File: src/vqda_pkg.sv
// Shared types, codes and constants for the virtqueue descriptor allocator.
// No dependencies; every other file imports this package.
package vqda_pkg;

  // Default descriptor table size
  localparam int QUEUE_SIZE_DEF = 8;

  // Fixed field widths of the stream payload
  localparam int HEAD_W      = 4;
  localparam int INDEX_OUT_W = 3;
  localparam int COUNT_OUT_W = 4;

  // Result status codes
  typedef enum logic [1:0] {
    ST_OK      = 2'd0,
    ST_NOSPACE = 2'd1,
    ST_RANGE   = 2'd2,
    ST_FREED   = 2'd3
  } status_t;

  // Descriptor flag bits as reported in data_flags
  localparam logic [1:0] FLAG_NEXT  = 2'b01;
  localparam logic [1:0] FLAG_WRITE = 2'b10;

  // Command codes on the input tuser
  localparam logic CMD_SUBMIT = 1'b0;
  localparam logic CMD_FREE   = 1'b1;

  // Job kinds decided by the front end
  typedef enum logic [1:0] {
    KIND_SUBMIT   = 2'd0,
    KIND_FREE     = 2'd1,
    KIND_BAD_HEAD = 2'd2
  } kind_t;

  // One classified job as held in the queue
  typedef struct packed {
    kind_t             kind;
    logic              write_request;
    logic [63:0]       sector;
    logic [15:0]       data_length;
    logic [HEAD_W-1:0] chain_head;
  } job_t;

  // One result item
  typedef struct packed {
    status_t                status;
    logic [INDEX_OUT_W-1:0] head_index;
    logic [INDEX_OUT_W-1:0] data_index;
    logic [INDEX_OUT_W-1:0] status_index;
    logic [1:0]             data_flags;
    logic [INDEX_OUT_W-1:0] avail_slot;
    logic                   request_type;
    logic [63:0]            request_sector;
    logic [15:0]            request_length;
    logic [COUNT_OUT_W-1:0] freed_count;
  } result_t;

endpackage

File: src/vqda_front.sv
// Front end: takes input beats, classifies them and pushes jobs to the queue.
// Depends on vqda_pkg.
module vqda_front #(
  parameter int QUEUE_SIZE = vqda_pkg::QUEUE_SIZE_DEF
) (
  input  logic                      in_valid,
  output logic                      in_ready,
  input  logic                      cmd,
  input  logic                      write_request,
  input  logic [63:0]               sector,
  input  logic [15:0]               data_length,
  input  logic [vqda_pkg::HEAD_W-1:0] chain_head,
  input  logic                      full,
  output logic                      push,
  output vqda_pkg::job_t            job
);
  import vqda_pkg::*;

  logic head_bad;

  // A chain head past the table end needs no work in the back end
  assign head_bad = (32'(chain_head) >= QUEUE_SIZE);

  assign in_ready = !full;
  assign push     = in_valid && !full;

  // Classify the beat
  always_comb begin
    job.write_request = write_request;
    job.sector        = sector;
    job.data_length   = data_length;
    job.chain_head    = chain_head;
    if (cmd == CMD_SUBMIT) begin
      job.kind = KIND_SUBMIT;
    end else if (head_bad) begin
      job.kind = KIND_BAD_HEAD;
    end else begin
      job.kind = KIND_FREE;
    end
  end

endmodule

File: src/vqda_fifo.sv
// Two-entry job queue between front and back end.
// Depends on vqda_pkg.
module vqda_fifo (
  input  logic           clk,
  input  logic           rst,
  input  logic           push,
  input  vqda_pkg::job_t push_job,
  output logic           full,
  input  logic           pop,
  output vqda_pkg::job_t pop_job,
  output logic           empty
);
  import vqda_pkg::*;

  job_t       slots [2];
  logic       wr_ptr;
  logic       rd_ptr;
  logic [1:0] fill;

  assign full    = (fill == 2'd2);
  assign empty   = (fill == 2'd0);
  assign pop_job = slots[rd_ptr];

  // Pointers and fill level
  always_ff @(posedge clk) begin
    if (rst) begin
      wr_ptr <= 1'b0;
      rd_ptr <= 1'b0;
      fill   <= 2'd0;
    end else begin
      if (push) wr_ptr <= !wr_ptr;
      if (pop)  rd_ptr <= !rd_ptr;
      if (push && !pop) begin
        fill <= fill + 2'd1;
      end else if (pop && !push) begin
        fill <= fill - 2'd1;
      end
    end
  end

  // Entry storage
  always_ff @(posedge clk) begin
    if (push) slots[wr_ptr] <= push_job;
  end

endmodule

File: src/vqda_back.sv
// Back end: descriptor table, submit allocation, chain free walk, result register.
// Depends on vqda_pkg.
module vqda_back #(
  parameter int QUEUE_SIZE = vqda_pkg::QUEUE_SIZE_DEF
) (
  input  logic              clk,
  input  logic              rst,
  input  logic              empty,
  input  vqda_pkg::job_t    job,
  output logic              pop,
  output logic              out_valid,
  input  logic              out_ready,
  output vqda_pkg::result_t out_res
);
  import vqda_pkg::*;

  localparam int IDX_W = $clog2(QUEUE_SIZE);
  localparam int CNT_W = $clog2(QUEUE_SIZE + 1);

  typedef enum logic [4:0] {
    S_IDLE = 5'b00001,
    S_PICK = 5'b00010,
    S_WALK = 5'b00100,
    S_LINK = 5'b01000,
    S_DONE = 5'b10000
  } state_t;

  state_t                state;
  logic [QUEUE_SIZE-1:0] free_map;
  logic [QUEUE_SIZE-1:0] has_next;
  logic [QUEUE_SIZE-1:0] device_writes;
  logic [QUEUE_SIZE-1:0] pick_mask;
  logic [IDX_W-1:0]      pick0;
  logic [IDX_W-1:0]      pick1;
  logic [1:0]            pick_cnt;
  logic [IDX_W-1:0]      cur;
  logic [IDX_W-1:0]      link_q;
  logic [CNT_W-1:0]      count;
  logic [15:0]           avail_index;
  logic [IDX_W-1:0]      avail_pos;
  job_t                  job_q;
  result_t               done_res;

  logic [IDX_W-1:0] next_link  [QUEUE_SIZE];
  logic [IDX_W-1:0] avail_ring [QUEUE_SIZE];

  logic             found;
  logic [IDX_W-1:0] ff_idx;
  logic             commit;
  logic             link_we;
  logic [IDX_W-1:0] link_waddr;
  logic             load;

  // Lowest set bit of a mask
  function automatic logic [IDX_W:0] find_first(input logic [QUEUE_SIZE-1:0] m);
    logic [IDX_W:0] r;
    r = '0;
    for (int i = QUEUE_SIZE - 1; i >= 0; i--) begin
      if (m[i]) r = {1'b1, IDX_W'(i)};
    end
    return r;
  endfunction

  assign {found, ff_idx} = find_first(pick_mask);
  assign commit     = (state == S_PICK) && found && (pick_cnt == 2'd2);
  assign link_we    = (state == S_PICK) && found && (pick_cnt != 2'd0);
  assign link_waddr = (pick_cnt == 2'd1) ? pick0 : pick1;
  assign pop        = (state == S_IDLE) && !empty;
  assign load       = (state == S_DONE) && (!out_valid || out_ready);

  // Link and avail ring memories
  always_ff @(posedge clk) begin
    if (link_we) next_link[link_waddr] <= ff_idx;
    if (commit)  avail_ring[avail_pos] <= pick0;
    link_q <= next_link[cur];
  end

  // Sequencer and descriptor state
  always_ff @(posedge clk) begin
    if (rst) begin
      state         <= S_IDLE;
      free_map      <= '1;
      has_next      <= '0;
      device_writes <= '0;
      avail_index   <= '0;
      avail_pos     <= '0;
      out_valid     <= 1'b0;
    end else begin
      if (out_valid && out_ready && !load) out_valid <= 1'b0;
      unique case (state)
        S_IDLE: begin
          if (!empty) begin
            job_q <= job;
            case (job.kind)
              KIND_SUBMIT: begin
                done_res  <= '0;
                pick_mask <= free_map;
                pick_cnt  <= 2'd0;
                state     <= S_PICK;
              end
              KIND_FREE: begin
                done_res <= '0;
                cur      <= IDX_W'(job.chain_head);
                count    <= '0;
                state    <= S_WALK;
              end
              default: begin
                done_res <= '{status: ST_RANGE, default: '0};
                state    <= S_DONE;
              end
            endcase
          end
        end
        S_PICK: begin
          if (!found) begin
            done_res.status <= ST_NOSPACE;
            state           <= S_DONE;
          end else begin
            pick_mask[ff_idx] <= 1'b0;
            if (pick_cnt == 2'd0) pick0 <= ff_idx;
            if (pick_cnt == 2'd1) pick1 <= ff_idx;
            pick_cnt <= pick_cnt + 2'd1;
            if (pick_cnt == 2'd2) begin
              // Claim and link header, data and status descriptors
              free_map[pick0]      <= 1'b0;
              free_map[pick1]      <= 1'b0;
              free_map[ff_idx]     <= 1'b0;
              has_next[pick0]      <= 1'b1;
              has_next[pick1]      <= 1'b1;
              has_next[ff_idx]     <= 1'b0;
              device_writes[pick0] <= 1'b0;
              device_writes[pick1] <= !job_q.write_request;
              device_writes[ff_idx] <= 1'b1;
              avail_index <= avail_index + 16'd1;
              if (avail_index == 16'hffff || avail_pos == IDX_W'(QUEUE_SIZE - 1)) begin
                avail_pos <= '0;
              end else begin
                avail_pos <= avail_pos + IDX_W'(1);
              end
              done_res.status         <= ST_OK;
              done_res.head_index     <= INDEX_OUT_W'(pick0);
              done_res.data_index     <= INDEX_OUT_W'(pick1);
              done_res.status_index   <= INDEX_OUT_W'(ff_idx);
              done_res.data_flags     <= FLAG_NEXT | (job_q.write_request ? 2'b00 : FLAG_WRITE);
              done_res.avail_slot     <= INDEX_OUT_W'(avail_pos);
              done_res.request_type   <= job_q.write_request;
              done_res.request_sector <= job_q.sector;
              done_res.request_length <= job_q.data_length;
              state                   <= S_DONE;
            end
          end
        end
        S_WALK: begin
          if (free_map[cur]) begin
            done_res.status      <= ST_FREED;
            done_res.freed_count <= COUNT_OUT_W'(count);
            state                <= S_DONE;
          end else begin
            // Release this descriptor; its link is read this cycle
            free_map[cur]      <= 1'b1;
            has_next[cur]      <= 1'b0;
            device_writes[cur] <= 1'b0;
            count              <= count + CNT_W'(1);
            if (!has_next[cur]) begin
              done_res.status      <= ST_OK;
              done_res.freed_count <= COUNT_OUT_W'(count + CNT_W'(1));
              state                <= S_DONE;
            end else begin
              state <= S_LINK;
            end
          end
        end
        S_LINK: begin
          cur   <= link_q;
          state <= S_WALK;
        end
        S_DONE: begin
          if (load) begin
            out_res   <= done_res;
            out_valid <= 1'b1;
            state     <= S_IDLE;
          end
        end
        default: state <= S_IDLE;
      endcase
    end
  end

  // Checks
  a_picks_distinct: assert property (@(posedge clk) disable iff (rst)
    commit |-> (pick0 != pick1) && (pick1 != ff_idx) && (pick0 != ff_idx))
    else $error("submit picked one descriptor twice");
  a_commit_claims: assert property (@(posedge clk) disable iff (rst)
    commit |=> !free_map[pick0] && !free_map[pick1])
    else $error("claimed descriptors still marked free");
  a_walk_in_range: assert property (@(posedge clk) disable iff (rst)
    (state == S_WALK) |-> (32'(cur) < QUEUE_SIZE) && (32'(count) <= QUEUE_SIZE))
    else $error("free walk left the table");
  a_result_loaded: assert property (@(posedge clk) disable iff (rst)
    load |=> out_valid && (state == S_IDLE))
    else $error("finished result not presented");

endmodule

File: src/virtqueue_descriptor_allocator.sv
// Virtqueue descriptor allocator top level: front end, job queue, back end.
// A submit passes through the back end as pop, three picks of the lowest free
// descriptor and result load; a free visits each descriptor of the chain and reads
// the link of each but the last. The back end takes one job at a time from the queue.
// Reset clears the descriptor table, avail index and queue; no sweep.
// Depends on vqda_pkg, vqda_front, vqda_fifo, vqda_back.
module virtqueue_descriptor_allocator #(
  parameter int QUEUE_SIZE = vqda_pkg::QUEUE_SIZE_DEF
) (
  input  logic         clk,
  input  logic         rst,
  input  logic         s_axis_tvalid,
  output logic         s_axis_tready,
  // tdata: write_request[0], sector[64:1], data_length[80:65], chain_head[84:81], zeros
  input  logic [87:0]  s_axis_tdata,
  // tuser: cmd[0]
  input  logic         s_axis_tuser,
  output logic         m_axis_tvalid,
  input  logic         m_axis_tready,
  // tdata: head_index[2:0], data_index[5:3], status_index[8:6], data_flags[10:9],
  //        avail_slot[13:11], request_type[14], request_sector[78:15],
  //        request_length[94:79], freed_count[98:95], zeros
  output logic [103:0] m_axis_tdata,
  // tuser: status[1:0]
  output logic [1:0]   m_axis_tuser
);
  import vqda_pkg::*;

  logic    push;
  logic    pop;
  logic    full;
  logic    empty;
  job_t    push_job;
  job_t    pop_job;
  result_t res;

  vqda_front #(.QUEUE_SIZE(QUEUE_SIZE)) u_front (
    .in_valid      (s_axis_tvalid),
    .in_ready      (s_axis_tready),
    .cmd           (s_axis_tuser),
    .write_request (s_axis_tdata[0]),
    .sector        (s_axis_tdata[64:1]),
    .data_length   (s_axis_tdata[80:65]),
    .chain_head    (s_axis_tdata[84:81]),
    .full          (full),
    .push          (push),
    .job           (push_job)
  );

  vqda_fifo u_fifo (
    .clk      (clk),
    .rst      (rst),
    .push     (push),
    .push_job (push_job),
    .full     (full),
    .pop      (pop),
    .pop_job  (pop_job),
    .empty    (empty)
  );

  vqda_back #(.QUEUE_SIZE(QUEUE_SIZE)) u_back (
    .clk       (clk),
    .rst       (rst),
    .empty     (empty),
    .job       (pop_job),
    .pop       (pop),
    .out_valid (m_axis_tvalid),
    .out_ready (m_axis_tready),
    .out_res   (res)
  );

  // Output packing
  assign m_axis_tuser = res.status;
  assign m_axis_tdata = {5'd0, res.freed_count, res.request_length, res.request_sector,
                         res.request_type, res.avail_slot, res.data_flags,
                         res.status_index, res.data_index, res.head_index};

endmodule
File: config.mk
export PLATFORM = sky130hd
export DESIGN_NAME = virtqueue_descriptor_allocator
export DESIGN_NICKNAME = d
export VERILOG_FILES = /design/src/vqda_pkg.sv /design/src/vqda_front.sv /design/src/vqda_fifo.sv /design/src/vqda_back.sv /design/src/virtqueue_descriptor_allocator.sv
export SDC_FILE = /design/constraint.sdc
export NUM_CORES = 1
export LEC_CHECK = 0
export ABC_AREA = 1
export BUFFER_PORTS_ARGS = -buffer_cell sky130_fd_sc_hd__buf_2
export CAP_MARGIN = 20
export CORE_UTILIZATION = 58
export CTS_CLUSTER_DIAMETER = 60
export DETAILED_ROUTE_END_ITERATION = 8
export PLACE_DENSITY_LB_ADDON = 0.15
export SLEW_MARGIN = 20
export SYNTH_ARGS = -nofsm -noshare
export SYNTH_HDL_FRONTEND = slang
export SYNTH_SLANG_ARGS = --single-unit
File: constraint.sdc
create_clock -name clk -period 17.1 [get_ports clk]
set_input_delay 0.855 -clock clk [delete_from_list [all_inputs] [get_ports clk]]
set_output_delay 0.855 -clock clk [all_outputs]
set_load 0.02 [all_outputs]
---- After elaboration in Yosys (flattened, before gate mapping) ----
Memory sizes are Yosys's and may differ from the RTL's. A register that Yosys moved wholly into a read port is not among the register bits.
Index checks and enable logic that the tools add are counted.
word-level totals
  register bits ........................... 351
  RAM bits ................................ 198
  logic and storage cells ................. 216
  output and inout bits ................... 108
  memories kept ........................... 2
  input bits .............................. 93
memory list
  name              depth  bits a word  read ports  clocked after Yosys merged registers in  wr ports  line             source
  u_fifo.slots      2      87           1           1                                        1         vqda_fifo.sv:15  job_t slots [2];
  u_back.next_link  8      3            1           1                                        1         vqda_back.sv:44  logic [IDX_W-1:0] next_link [QUEUE_SIZE];
operators by class
  mux-type cells .......................... 79
  reduce and logical (&&, ||, !) cells .... 47
  equal/unequal tests ..................... 20
  bitwise operators ....................... 15
  magnitude comparators ................... 9
  add/subtract/negate cells ............... 6
operator list
  cell                   count
  $mux 101               2
  $pmux 95 s2            1
  $mux 97                1
  $mux 95                1
  $mux 8                 9
  $mux 4                 13
  $and 8x8->8            6
  $pmux 8 s2             3
  $not 8->8              4
  $mux 5                 6
  $pmux 5 s5             1
  $or 8x8->8             3
  $mux 2                 11
  $reduce_and 4->1       5
  $reduce_and 5->1       4
  $add 16x1->16 const B  1
  $eq 16x16->1 const B   1
  $lt 3x4->1 const B     4
  $pmux 4 s2             2
  $mux 1                 15
  $logic_and 1x1->1      13
  $demux 1 s3            4
  $ge 3x1->1 const B     4
  $mux 3                 4
  other kinds (30)       58

---- Depth between registers and ports, before layout ----
Gate-level depths: netlist of run 1.
  depth after elaboration ................. 17
  depth in mapped cells ................... 14
  depth with buffers taken out ............ 13

---- By module ----
From an unflattened synthesis of run 1, not the netlist that was laid out.
second synthesis, totals
  cells, all modules ...................... 1540
  area total of the unflattened synthesis .. 21499.4 sq um
modules (own cells, without submodules)
  module                          instances  cells an instance  sequential area each (sq um)  area an instance (sq um)
  vqda_back                       1          1138               10790.3                       14166.1
  vqda_fifo                       1          304                5325.1                        6625.1
  vqda_front                      1          92                 0.0                           666.9
  virtqueue_descriptor_allocator  1          6                  0.0                           41.3

---- Least setup slack after synthesis of run 1 ----
OpenSTA, ideal clock, no wires.
  path kind ............................... input to register
  start point ............................. input port rst
  end point ............................... register u_back.out_res[0] in the netlist's numbering, enable pin
  arrival ................................. 7.929 ns
  setup time .............................. 0.684 ns
  stages on the path ...................... 2
  path buffers ............................ 1
  path slack .............................. 8.487 ns
  cell sequence ........................... clkbuf_1 -> nor3_1
between the ends
  word-level cells in the longest chain between the ends .. 2
RTL lines
  item                        line                                  source
  start: declaration          virtqueue_descriptor_allocator.sv:11  input logic rst,
  $not 1->1 (no line)         n/a
  $reduce_and 3->1 (no line)  n/a
  end signal: assignment      vqda_back.sv:179                      out_res <= done_res;
  end: declaration            vqda_back.sv:13                       output vqda_pkg::result_t out_res
No other way between the ends.
A chain may end at the register's enable or synchronous reset.

---- Worst setup path in the final report of run 1 ----
  start point ............................. register u_back.state[4]
  end point ............................... register u_back.done_res[47] in the netlist's numbering, enable pin
between the ends
  word-level cells in the longest chain between the ends .. 3
  elaborated cells between the ends (all ways) .. 7
RTL lines
  item                                          line              source
  start: declaration                            vqda_back.sv:28   state_t state;
  start signal: assignment                      vqda_back.sv:81   state <= S_IDLE;
  start signal: assignment                      vqda_back.sv:99   state <= S_PICK;
  start signal: assignment                      vqda_back.sv:105  state <= S_WALK;
  $eq 5x2->1 or $eq 5x1->1 (tied branches)      vqda_back.sv:90   unique case (state)
  $ne 2x1->1 (no line) (tied with other cells)  n/a
  $reduce_and 5->1 (no line) (*)                n/a
  end: declaration                              vqda_back.sv:42   result_t done_res;
Mark *: on every way between the ends. The rest lies on a longest branch, timed or not.

==> results of run 1 <==
## final cells by class
cell class                 instances  area, um^2
antenna                            4        10.0
clock buffer                      82        1520
clock inverter                    15         178
fill                            2427       10900
inverter                         182         683
multi-input combinational        652        3600
sequential                       551       16100
tap                              455         569
timing repair buffer             203        1080
## cells in the final DEF (no fill, tap or decap), drive strengths merged, types with 4 or more instances in the layout
cell type and n:
nand3 62, diode 4, o21ai 56, clkinv 11, edfxtp 502, nor3 11, buf 203, mux2 81
conb 5, nor2 184, ha 8, a22oi 4, nand4 9, bufinv 4, nand2 169, dfxtp 49
clkbuf 82, inv 182, a21oi 38, o31ai 4
## worst max-delay path by stage
stage | from | endpoint
final | u_back.state[4] | u_back.done_res[47]
after floorplan | rst | u_back.out_res[0]
after CTS | u_back.state[4] | u_back.done_res[55]
after global placement | u_back.state[2] | u_back.done_res[51]
after global routing | u_back.state[4] | u_back.done_res[55]
after detailed placement | u_back.state[4] | u_back.done_res[47]
## cells by family after synthesis
group / Yosys count / share of synthesized area
AOI/OAI and AO/OA: 112 / 0.0300
xor gates and xnor gates: 6 / 0.00257
adders and majority gates: 8 / 0.00489
buffers and inverters: 224 / 0.0433
DFF: 551 / 0.784
muxes: 82 / 0.0450
other: 1 / 0.000183
and+or+nand+nor: 439 / 0.0903
## metal layers
metal  vias up  GRT usage
li1       5395          -
met1      5342      0.267
met2       333      0.353
met3        98     0.0686
met4        10     0.0800
met5         -          0
## registers in the layout, summed over array words and instances, names as in the netlist, 3 cells and up, named ones only
| name | count |
|---|---|
| u_back.avail_pos | 3 |
| u_back.next_link | 24 |
| u_back.free_map | 8 |
| u_back.pick0 | 3 |
| u_back.pick1 | 3 |
| u_back.has_next | 8 |
| u_back.job_q | 81 |
| u_back.out_res | 101 |
| u_back.done_res | 101 |
| u_back.pick_mask | 8 |
| u_back.avail_index | 16 |
| u_back.cur | 3 |
| u_back.state | 5 |
| u_fifo.slots | 172 |
| u_back.link_q | 3 |
| u_back.count | 4 |
## power groups by stage
stage | Combinational [W] | Sequential [W] | Clock (W)
after floorplan | 0.000392 | 0.00193 | 0
after global placement | 0.000532 | 0.00192 | 0
after detailed placement | 0.000543 | 0.00193 | 0
after CTS | 0.000546 | 0.00190 | 0.00117
after global routing | 0.000610 | 0.00192 | 0.00121
final | 0.000547 | 0.00190 | 0.00114
## critical path: cells and delay by family, from the launching register on
family                 cells  cell delay, ns
flip-flops                 1            0.34
AND/OR/NAND/NOR            3            0.83
AO/OA/AOI/OAI              1            0.40
buffers and inverters      4            1.99
## through the flow
stage          power [W]   util
6_report         0.00359  0.684
5_1_grt          0.00375  0.684
4_1_cts          0.00362  0.682
3_5_place_dp     0.00248  0.633
3_3_place_gp     0.00245  0.633
2_1_floorplan    0.00232      -
==> results by group, run 1 <==
Outcome
  • Status: finished clean

Run
  • Max-Cap Viols: 0

Cells and area
  • Syn-to-layout area delta: 15.7%
  • Final Non-Filler Cells: 2144
  • Layout cells sized above 1: 0.226
  • Nets: 1744
  • Design area: 23700 um^2

GRT
  • Antenna violations before repair: 9
  • Largest net degree at the start of global routing: 70
  • First-pass GRT wire length: 58500 um
  • Vias in the first global route: 11.4k
  • Total congestion overflow: 0
  • Total track usage: 0.215

Power and ir drop
  • Combinational share of power: 0.153
  • Pleak: 9.14 nW
  • Flop pwr share: 0.530
  • Worst VDD drop: 105 uV
  • Clock Power Share: 0.317
  • P_sw: 0.000933 W
  • Internal power: 0.00265 W
  • Sw Ratio: 0.260
  • PwrDens: 151 nW/um^2

Clocking
  • Total CTS buffers: 53
  • Clock Tree Root: clkbuf_16
  • H-tree depth reported by CTS: 2
  • Post-CTS setup buffers: 0
  • Post-CTS Hold Buffers: 0
  • Post-CTS sizing: 0
  • Clock Tree Buf Depth: 3
  • Total clock sinks: 551
  • CTS clock-pin slew for the worst setup and hold paths: 0.06 ns
  • CTS tree: done
  • Clock latency on the worst-skew pair: 0.59 ns

Detailed routing
  • Max Used Layer: met5
  • Vias: 11.2k
  • Routed wl met2: 17900 um
  • Wire per inst: 17.6 um
  • Routed WL: 37800 um
  • Number of DRC markers in iteration 0: 804
  • DR pass1 iterations: 5
  • Remaining DRCs: 0
  • DRT met1 WL: 15600 um
  • Vias per Instance: 5.21
  • DR WL met3: 2970 um
  • Antenna viol nets, final: 0

Floorplanning
  • Die height: 190 um
  • Io pins: 201
  • Die Wd: 190 um
  • Core area: 34600 um^2
  • Die area: 36100 um^2
  • Row cnt: 68
  • Starting density of the core: 0.592

Place
  • Inst Count DP: 2041
  • Hpwl dp: 22900 um
  • Pre-CTS setup slack: 12.45 ns
  • Cell Area, Placed: 21900 um^2
  • Routability cong.: 0.877
  • PortBufs: 192

STA
  • Worst hold slack: 0.412 ns
  • Worst Slack Setup Final: 13.07 ns
  • Final hold vios: 0
  • Min Tclk post-route: 4.03 ns
  • Setup violators final: 0
  • Final Max Tran Viols: 0
  • Slew HR: 0.320
  • Final period utilization: 0.236
  • Layout Skew: 0.0216 ns
  • Setup_tns: 0 ns
  • Worst slew pin tran: 1.02 ns
  • RSZ-0062 raised after global routing: no
  • Fmax: 0.248 GHz

Worst hold path
  • Worst Hold Class: reg -> reg
  • Hold Path Depth: 0
  • Hold Path Origin: u_back.done_res[27]
  • End of the worst hold path: u_back.out_res[27]

Synth
  • Commonest cells in the synthesized netlist: edfxtp_1, inv_1, nor2_1
  • Count of different cell masters after synthesis: 39
  • EDFF count, synth: 502
  • Fraction of registers with async set/reset: 0
  • Synth top area share: 0.736
  • Post-Syn Area: 20500 um^2
  • Sequential area share after synthesis: 0.784
  • Cells after Synth: 1423
  • Yosys top cell by area: edfxtp_1
  • Yosys warns: 0
  • Most numerous cell in the Yosys netlist: edfxtp_1
  • Syn Area/Cell: 14.4 um^2
  • Top_reg_cell synth: edfxtp_1
  • Synth Register Bits: 551
  • Synth area leaders: edfxtp_1, dfxtp_1, mux2_2

Critical path
  • Critical path startpoint category: flip-flop
  • FF-to-FF setup slack: 13.07 ns
  • Slowest stage cell, crit path: buf_4
  • CP Max Fanout: 65
  • Worst r2r src: u_back.state[4]
  • Kind of critical path: reg -> reg
  • Critical R2R Capture: u_back.done_res[47]
  • Crit path capture type: flip-flop
  • Critical path required time: 17.31 ns
  • CP peak stage delay: 0.84 ns
  • CP Cell Sequence: inv_1 -> nand3_4 -> buf_4 -> inv_2 -> nand2_1 -> nand2_1 -> a21oi_4 -> buf_4
  • FF-to-FF path depth: 8
  • Critical path arrival: 4.23 ns
(Power assumes the default switching activity.)
==> inputs of run 2 (changes only) <==
Settings changed: CORE_UTILIZATION 58 to 53.
Clock period 17.1 ns to 3.6 ns, I/O delays scaled along.
==> results by group, run 2 (synthesis results as in run 1) <==
Floorplanning
  • Row cnt: 71
  • Die Wd: 199 um
  • Io pins: 201
  • Die height: 199 um
  • Die area: 39400 um^2
  • Starting density of the core: 0.541
  • Core area: 37800 um^2

Critical path
  • Crit path capture type: flip-flop
  • Critical path startpoint category: flip-flop
  • Critical path arrival: 2.76 ns
  • Critical path required time: 3.83 ns
  • Kind of critical path: reg -> reg
  • CP Max Fanout: 69
  • FF-to-FF setup slack: 1.07 ns

STA
  • Setup_tns: 0 ns
  • Min Tclk post-route: 2.53 ns
  • Final Max Tran Viols: 0
  • Final hold vios: 0
  • Layout Skew: 0.0287 ns
  • Final period utilization: 0.702
  • Slew HR: 0.295
  • Setup violators final: 0
  • Worst slew pin tran: 1.05 ns
  • Worst hold slack: 0.192 ns
  • RSZ-0062 raised after global routing: no
  • Fmax: 0.395 GHz
  • Worst Slack Setup Final: 1.07 ns

Place
  • PortBufs: 192
  • Pre-CTS setup slack: 1.03 ns
  • Hpwl dp: 22900 um
  • Routability cong.: 0.863
  • Inst Count DP: 2101

Clocking
  • H-tree depth reported by CTS: 2
  • CTS tree: done
  • CTS clock-pin slew for the worst setup and hold paths: 0.06 ns
  • Clock latency on the worst-skew pair: 0.60 ns
  • Post-CTS sizing: 0
  • Clock Tree Root: clkbuf_16
  • Total CTS buffers: 54
  • Clock Tree Buf Depth: 3
  • Total clock sinks: 551

Power and ir drop
  • Worst VDD drop: 485 uV
  • Pleak: 9.52 nW
  • Total power: 0.0170 W
  • PwrDens: 690 nW/um^2

Cells and area
  • Syn-to-layout area delta: 20.4%
  • Final Non-Filler Cells: 2292
  • Leading registers by flop count: u_fifo.slots x172, u_back.done_res x101, u_back.out_res x101
  • Largest register by flop count: u_fifo.slots
  • Layout cells sized above 1: 0.219
  • Max FFs per register: 172
  • Commonest non-fill, non-tap cell in the layout: edfxtp_1
  • Nets: 1836
  • Most frequent cells in the layout: edfxtp_1, buf_2, inv_1
  • FILL cells: 2786

Detailed routing
  • Wire per inst: 16.8 um
  • Remaining DRCs: 0
  • Antenna viol nets, final: 0
  • Vias per Instance: 5.03
  • Vias: 11.5k
  • DR pass1 iterations: 5
  • Routed WL: 38500 um
  • Number of DRC markers in iteration 0: 614

GRT
  • Total track usage: 0.201
  • GR Util met2: 0.339
  • Largest net degree at the start of global routing: 82
  • M1 GR Usage: 0.257
  • GRT busiest layer: met2
  • Met3 Track Usage GR: 0.0473
  • Antenna violations before repair: 2
  • First-pass GRT wire length: 60200 um
  • Vias in the first global route: 11.5k
  • Total congestion overflow: 0

Run
  • Max-Cap Viols: 0

Worst hold path
  • Worst Hold Class: in -> reg

Outcome
  • Status: finished clean
==> run 2: worst max-delay path, cell delays in order, from the launching register on <==
cell,delay (ns)
dfxtp_1,0.33
nor2_2,0.21
nand3_4,0.48
nor2_4,0.33
inv_1,0.16
a21oi_4,0.21
buf_12,0.36
==> run 2: worst paths after layout <==
check | depth (start not counted) | to | from
worst max-delay path | 6 | u_back.done_res[18] | u_back.state[2]
worst max register to register | 6 | u_back.done_res[18] | u_back.state[2]
worst min-delay path | 5 | u_fifo.wr_ptr | s_axis_tvalid
worst min register to register | 0 | u_back.out_res[11] | u_back.done_res[11]
==> run 2: what timing repair did <==
action	CTS	global route
setup buffers	0	0
endpoints found under the hold margin	174	0
hold buffers	89	0
==> run 2: metrics by stage <==
step	cell area, um^2	utilization
finish	24700	0.652
global route	24700	0.652
CTS	24700	0.652
detailed placement	22100	0.583
global placement	22100	0.583
floorplan	20500	-
==> run 2: report_power, final <==
| group | total (W) | switching [W] | internal (W) |
|---|---|---|---|
| sequential | 0.00899 | 0.000417 | 0.00857 |
| combinational | 0.00269 | 0.00177 | 0.000919 |
| clock | 0.00534 | 0.00229 | 0.00305 |
==> run 2: cell type report <==
type	instances	area, um^2	area share
inverters	182	683	0.0277
repair buffers	294	1990	0.0806
flip-flops and latches	551	16100	0.651
clock inverters	35	294	0.0119
multi-input cells	652	3600	0.146
well taps	511	639	0.0259
clock buffers	65	1390	0.0565
diodes	2	5.00	0.000203
==> run 2: metal layers <==
layer  wire, um  vias up  share of wire
met5          0        -              0
met4        878        0          0.023
met3       2450       63          0.064
met2      19000      299           0.49
met1      16300     5588           0.42
li1           -     5578              -
